**src/rtl/dmwbc_pkg.sv**
```systemverilog
// Shared types and constants for the direct-mapped write-back cache.
// Used by dmwbc_regs and direct_mapped_write_back_cache; no dependencies.
package dmwbc_pkg;

  localparam int PADDR_W    = 4;
  localparam int WORD_SHIFT = 2;

  typedef enum logic [1:0] {
    REG_MEM_READ    = 2'd0,
    REG_MEM_WRITE   = 2'd1,
    REG_CACHE_READ  = 2'd2,
    REG_CACHE_WRITE = 2'd3
  } reg_idx_t;

  typedef struct packed {
    logic [7:0] mem_read;
    logic [7:0] mem_write;
    logic [7:0] cache_read;
    logic [7:0] cache_write;
  } cost_cfg_t;

  localparam cost_cfg_t COST_RESET = '{
    mem_read:    8'd100,
    mem_write:   8'd50,
    cache_read:  8'd1,
    cache_write: 8'd1
  };

endpackage

```
**src/rtl/dmwbc_regs.sv**
```systemverilog
// APB-style register file holding the four cost settings of the cache.
// Depends on dmwbc_pkg.
module dmwbc_regs
  import dmwbc_pkg::*;
(
  input  logic               clk,
  input  logic               rst,
  input  logic               psel,
  input  logic               penable,
  input  logic               pwrite,
  input  logic [PADDR_W-1:0] paddr,
  input  logic [31:0]        pwdata,
  output logic [31:0]        prdata,
  output logic               pready,
  output cost_cfg_t          cfg
);

  reg_idx_t reg_idx;

  assign pready  = 1'b1;
  assign reg_idx = reg_idx_t'(paddr[PADDR_W-1:2]);

  always_ff @(posedge clk) begin
    if (rst) begin
      cfg <= COST_RESET;
    end else if (psel && penable && pwrite && pready) begin
      unique case (reg_idx)
        REG_MEM_READ:    cfg.mem_read    <= pwdata[7:0];
        REG_MEM_WRITE:   cfg.mem_write   <= pwdata[7:0];
        REG_CACHE_READ:  cfg.cache_read  <= pwdata[7:0];
        REG_CACHE_WRITE: cfg.cache_write <= pwdata[7:0];
      endcase
    end
  end

  always_comb begin
    unique case (reg_idx)
      REG_MEM_READ:    prdata = {24'd0, cfg.mem_read};
      REG_MEM_WRITE:   prdata = {24'd0, cfg.mem_write};
      REG_CACHE_READ:  prdata = {24'd0, cfg.cache_read};
      REG_CACHE_WRITE: prdata = {24'd0, cfg.cache_write};
    endcase
  end

endmodule

```
**config.mk**
```make
export PLATFORM = sky130hd
export DESIGN_NAME = dmwbc_regs
export DESIGN_NICKNAME = d
export VERILOG_FILES = /design/src/rtl/dmwbc_pkg.sv /design/src/rtl/dmwbc_regs.sv
export SDC_FILE = /design/constraint.sdc
export NUM_CORES = 1
export LEC_CHECK = 0
export ABC_CLOCK_PERIOD_IN_PS = 1200
export BUFFER_PORTS_ARGS = -buffer_cell sky130_fd_sc_hd__buf_2
export CAP_MARGIN = 20
export CORE_MARGIN = 5
export CORE_UTILIZATION = 43
export DETAILED_ROUTE_END_ITERATION = 8
export HOLD_SLACK_MARGIN = 0.03
export PLACE_DENSITY = 0.8
export SYNTH_ARGS = -nofsm -noshare
export SYNTH_HDL_FRONTEND = slang
export SYNTH_SLANG_ARGS = --single-unit
export TNS_END_PERCENT = 100
```
**constraint.sdc**
```tcl
create_clock -name clk -period 1.2 [get_ports clk]
set_input_delay 0.06 -clock clk [delete_from_list [all_inputs] [get_ports clk]]
set_output_delay 0.06 -clock clk [all_outputs]
set_load 0.01 [all_outputs]
```
==> impl_metrics.ini, run 1 <==
[floorplanning]
dieHeight_um = 73.2
ios = 106
dieWidth_um = 73.2
initial_utilization_pct = 43.5
core_mm2 = 0.00394
floorplan.die_area_mm2 = 0.00535
core.rowCount = 23

[place]
hpwl_um = 2920
placed_area_mm2 = 0.00198
place.gp.congestion = 0.779
numPortBuffers = 54

[clocking]
clock-sinks = 32
clk_pin_slew_ps = 60
numCtsBuffers = 5
htreeDepth = 2
cts_tree = yes
cts_hold_buffers = 0
cts_buffer_depth = 2
cts_root_buf = clkbuf_8
clkLatencyLatePin_ps = 270

[worst_setup_path]
end_kind = primary output
cp_max_fo = 2
path_buf_inv = 1
r2r_start = cfg[14]
cpLargestDelayFamily = multiplexers
critical_path_class = reg -> out
slowest_delay_ps = 470
critPathSlowestCell = mux4_2
crit_path_start = cfg[2]
cp-start-kind = register
crit_required_ps = 1140
cp_cell_sequence = mux4_2 > buf_6
critPathArrivalTime_ps = 1210

[sta]
setup_tns_ps = -485
setup_slack_ps = -69.9
post-route-period-util_pct = 106
finalHoldWorstSlack_ps = 64.0
worst_pin_slew_ps = 530
finalHoldViolations = 0
setup_viol = 8
rsz0062_at_grt = true
fmax_ghz = 0.787
slew_viol_final = 0
period_minus_slack_ps = 1270
skew_ps = 0
timing.slew.headroom_pct = 64.7

[power_and_ir_drop]
p_per_area_mw_per_mm2 = 981
power_w = 0.00223
irDropWorstVdd_mv = 0.672
p_leak_nw = 1.13

[routing]
ant_nets = 0
drt_wl_total_um = 4110
drt-pass1-iter-count = 4
drt_iter0_drc = 78
wl_per_cell_um = 13.8
drc = 0
vias = 1362
via_per_inst = 4.57

[layout]
final_core_util_pct = 57.5
layout_common_cells = buf_2 (46), nand2b_1 (26), buf_4 (26), mux2i_1 (25), conb_1 (25)
final_nets = 288
design_area_mm2 = 0.00227
syn_to_final_growth_pct = 32.2
diodes = 0
largest-register = cfg
reg.largest.list = cfg (32)
fill_cells = 371
layout_commonest_cell = buf_2
largest_reg_flops = 32
drive_above_1_share_pct = 48.4

[global_route]
grt_usage_pct = 15.8
antenna_found_initial = 0
grt_max_degree = 47
grt_pass1_wl_um = 6490
grt-ovfl-total = 0
grt_pass1_vias = 1347

[yosys]
synth-seq-cells = 32
syn_avg_cell_area_um2 = 9.92
netlist_instances = 173
syn-cell-area_mm2 = 0.00172
synth.yosys.seq_area_share_pct = 37.3
yosys_warnings = 0
synth_cell_types = 19

[worst_hold_path]
hp-class = in -> reg
min_from = pwdata[1]

[job]
drv_cap = 0

[run_status]
outcome = finished, violations left
violations = setup timing
==> routing by layer <==
metal	wire (um)	track usage, %	vias to the layer above
li1	-	-	675
met5	0	0	-
met1	1770	19.6	639
met4	40	5.53	0
met3	272	3.99	4
met2	2030	26.5	44
==> layout make-up <==
cell class | count | area (um2) | share of cell area, %
inverters | 1 | 3.75 | 0.165
multi-input cells | 126 | 910 | 40.1
repair buffers | 81 | 536 | 23.6
flip-flops and latches | 32 | 667 | 29.4
clock buffers | 8 | 90.1 | 3.97
well taps | 50 | 62.6 | 2.76
==> synth_stat cells <==
cell type  count  area [um2]
or2_1          1        6.26
nor2_1        14        52.6
dfxtp_1       32         641
mux2i_1       25         250
clkbuf_1       5        18.8
nor3_2         2        20.0
nand2b_1      26         163
conb_1         2        7.51
or3_1          2        12.5
buf_6          1        11.3
o21ai_1        5        25.0
o21ai_0        9        45.0
nand4_2        1        12.5
buf_2          6        30.0
inv_2          1        3.75
nand3_1        1        5.00
mux4_2         8         180
nor2b_1        7        43.8
buf_4         25         188
==> stage by stage <==
stage               setup slack (ps)  instances
floorplan                        263        196
global placement                21.9        274
detailed placement              21.9        274
CTS                            -75.0        298
global route                    -105        298
finish                         -69.9        298
==> worst reg2reg max path: stages (launching register included) <==
cell and delay, ps:
dfxtp_2 320, buf_4 130, nor2b_1 120, o21ai_0 60
o21ai_0 110
==> kinds of logic (layout without fill, tap and decap cells) <==
| group | Yosys count | count (layout) | synth area share, % |
|---|---|---|---|
| AO/OA/AOI/OAI | 14 | 14 | 4.08 |
| multiplexers | 33 | 33 | 25.1 |
| flip-flops | 32 | 32 | 37.3 |
| AND/OR/NAND/NOR | 54 | 54 | 18.4 |
| other | 2 | 25 | 0.438 |
| buffers and inverters | 38 | 90 | 14.7 |
==> report_power, final <==
group	switching, W	leakage, nW	internal [W]	total (W)
Combinational	0.000163	0.818	0.000140	0.000303
Clock	0.000369	0.0455	0.000467	0.000837
Sequential	0.00000840	0.264	0.00108	0.00109
Total	0.000540	1.13	0.00168	0.00223
==> what timing repair did <==
action                                  4_1_cts  5_1_grt
endpoints found under the setup margin        8        8
gates resized for setup                      27        2
buffers inserted                             16        0
==> path summary, 6_finish.rpt <==
path	to	slack (ps)	depth (start not counted)
min	cfg[17]	60	3
min reg2reg	cfg[27]	490	2
max	prdata[2]	-70	2
max reg2reg	cfg[14]	320	4
Note: power is estimated with default switching activity, not from simulation.
==> run 2: changes to the inputs <==
PLACE_DENSITY = default   (was 0.8)
PLACE_DENSITY_LB_ADDON = 0.1   (was default)
==> impl_metrics.ini, run 2 (synthesis gave the netlist of run 1 again) <==
[job]
drv_cap = 0

[routing]
drc = 0
drt-pass1-iter-count = 4
vias = 1376
wl_per_cell_um = 14.0
via_per_inst = 4.66
drt_wl_total_um = 4120
drt_iter0_drc = 57
ant_nets = 0

[place]
placed_area_mm2 = 0.00198
hpwl_um = 3050
place.gp.congestion = 0.774
numPortBuffers = 54
dp_slack_ps = 8.68

[floorplanning]
initial_utilization_pct = 43.5
core.rowCount = 23
dieHeight_um = 73.2
core_mm2 = 0.00394
ios = 106
floorplan.die_area_mm2 = 0.00535
dieWidth_um = 73.2

[worst_setup_path]
cp_cell_sequence = mux4_2 > buf_6
cpLargestDelayFamily = multiplexers
r2r_slack_ps = 450
slowest_delay_ps = 490
crit_path_start = cfg[7]
end_kind = primary output
reg2regPathDepth = 3
crit_required_ps = 1140
critPathArrivalTime_ps = 1240
critPathSlowestCell = mux4_2
cp_max_fo = 2
reg2reg_to = cfg[0]
cp-start-kind = register
r2r_start = cfg[0]
path_buf_inv = 1
critical_path_class = reg -> out

[clocking]
numCtsBuffers = 5
cts_root_buf = clkbuf_8
cts_tree = yes
clk_pin_slew_ps = 60
htreeDepth = 2
cts_buffer_depth = 2
clkLatencyLatePin_ps = 280
clock-sinks = 32
cts_hold_buffers = 0

[global_route]
grt_usage_pct = 15.8
grt-ovfl-total = 0
grt_max_degree = 47
grt_pass1_vias = 1422
antenna_found_initial = 0
grt_pass1_wl_um = 6560

[sta]
worst_pin_slew_ps = 541
setup_viol = 8
rsz0062_at_grt = true
finalHoldViolations = 0
finalHoldWorstSlack_ps = 63.2
fmax_ghz = 0.771
period_minus_slack_ps = 1300
setup_tns_ps = -558
timing.slew.headroom_pct = 63.9
post-route-period-util_pct = 108
skew_ps = 0
slew_viol_final = 0
setup_slack_ps = -97.7

[power_and_ir_drop]
p_per_area_mw_per_mm2 = 990
irDropWorstVdd_mv = 0.507
p_leak_nw = 1.11

[worst_hold_path]
min_from = pwdata[4]
whs_path_depth = 3
hp-class = in -> reg
whs_endpoint = cfg[20]

[run_status]
outcome = finished, violations left
violations = setup timing

[layout]
fill_cells = 381
reg.largest.list = cfg (32)
largest-register = cfg
layout_common_cells = buf_2 (46), nand2b_1 (26), mux2i_1 (25), conb_1 (25)
layout_commonest_cell = buf_2
largest_reg_flops = 32
syn_to_final_growth_pct = 31.1
final_nets = 285
diodes = 0
drive_above_1_share_pct = 48.6
design_area_mm2 = 0.00225
[run 2: final cells by class]
cell class	count	area [um2]	share of cell area (%)
tap	50	62.6	2.78
timing repair buffer	78	513	22.8
sequential	32	669	29.8
inverter	1	3.75	0.167
clock buffer	8	90.1	4.01
multi-input combinational	126	910	40.5
[run 2: where the power goes]
| group | internal, W | switching, W | total (W) |
|---|---|---|---|
| Sequential | 0.00108 | 0.00000879 | 0.00109 |
| Clock | 0.000467 | 0.000372 | 0.000839 |
| Combinational | 0.000139 | 0.000162 | 0.000301 |
| Total | 0.00168 | 0.000543 | 0.00223 |
[run 2: repair_timing]
action | 4_1_cts | 5_1_grt
setup buffers | 11 | 2
resized for setup | 29 | 2
endpoints found under the hold margin | 0 | 0
endpoints found under the setup margin | 8 | 8
[run 2: how the worst max path moves through the flow]
stage                      endpoint  slack, ps  cells past startpoint
after floorplan           prdata[0]        260                      2
after global placement       cfg[2]         20                      4
after detailed placement     cfg[1]          9                      4
after CTS                 prdata[5]        -90                      2
after global routing      prdata[7]       -120                      2
final                     prdata[7]       -100                      2
[run 2: worst min-delay path, cell delays in order]
cell and delay [ps]:
buf_2 80, nor2_1 40, mux2i_1 110
[run 2: routing by layer]
metal / part of all wire, % / track usage [%]
met1: 43 / 20.1
met2: 49 / 25.4
met5: 0 / 0
met4: 0.95 / 4.92
met3: 6.9 / 5.10
[run 2: per-stage QoR]
stage / util (%) / std cells / total power (W)
CTS: 56.6 / 293 / 0.00225
finish: 57.0 / 295 / 0.00223
global placement: 50.3 / 274 / 0.00138
global route: 57.0 / 295 / 0.00233
detailed placement: 50.3 / 274 / 0.00138
floorplan: - / 196 / 0.00134
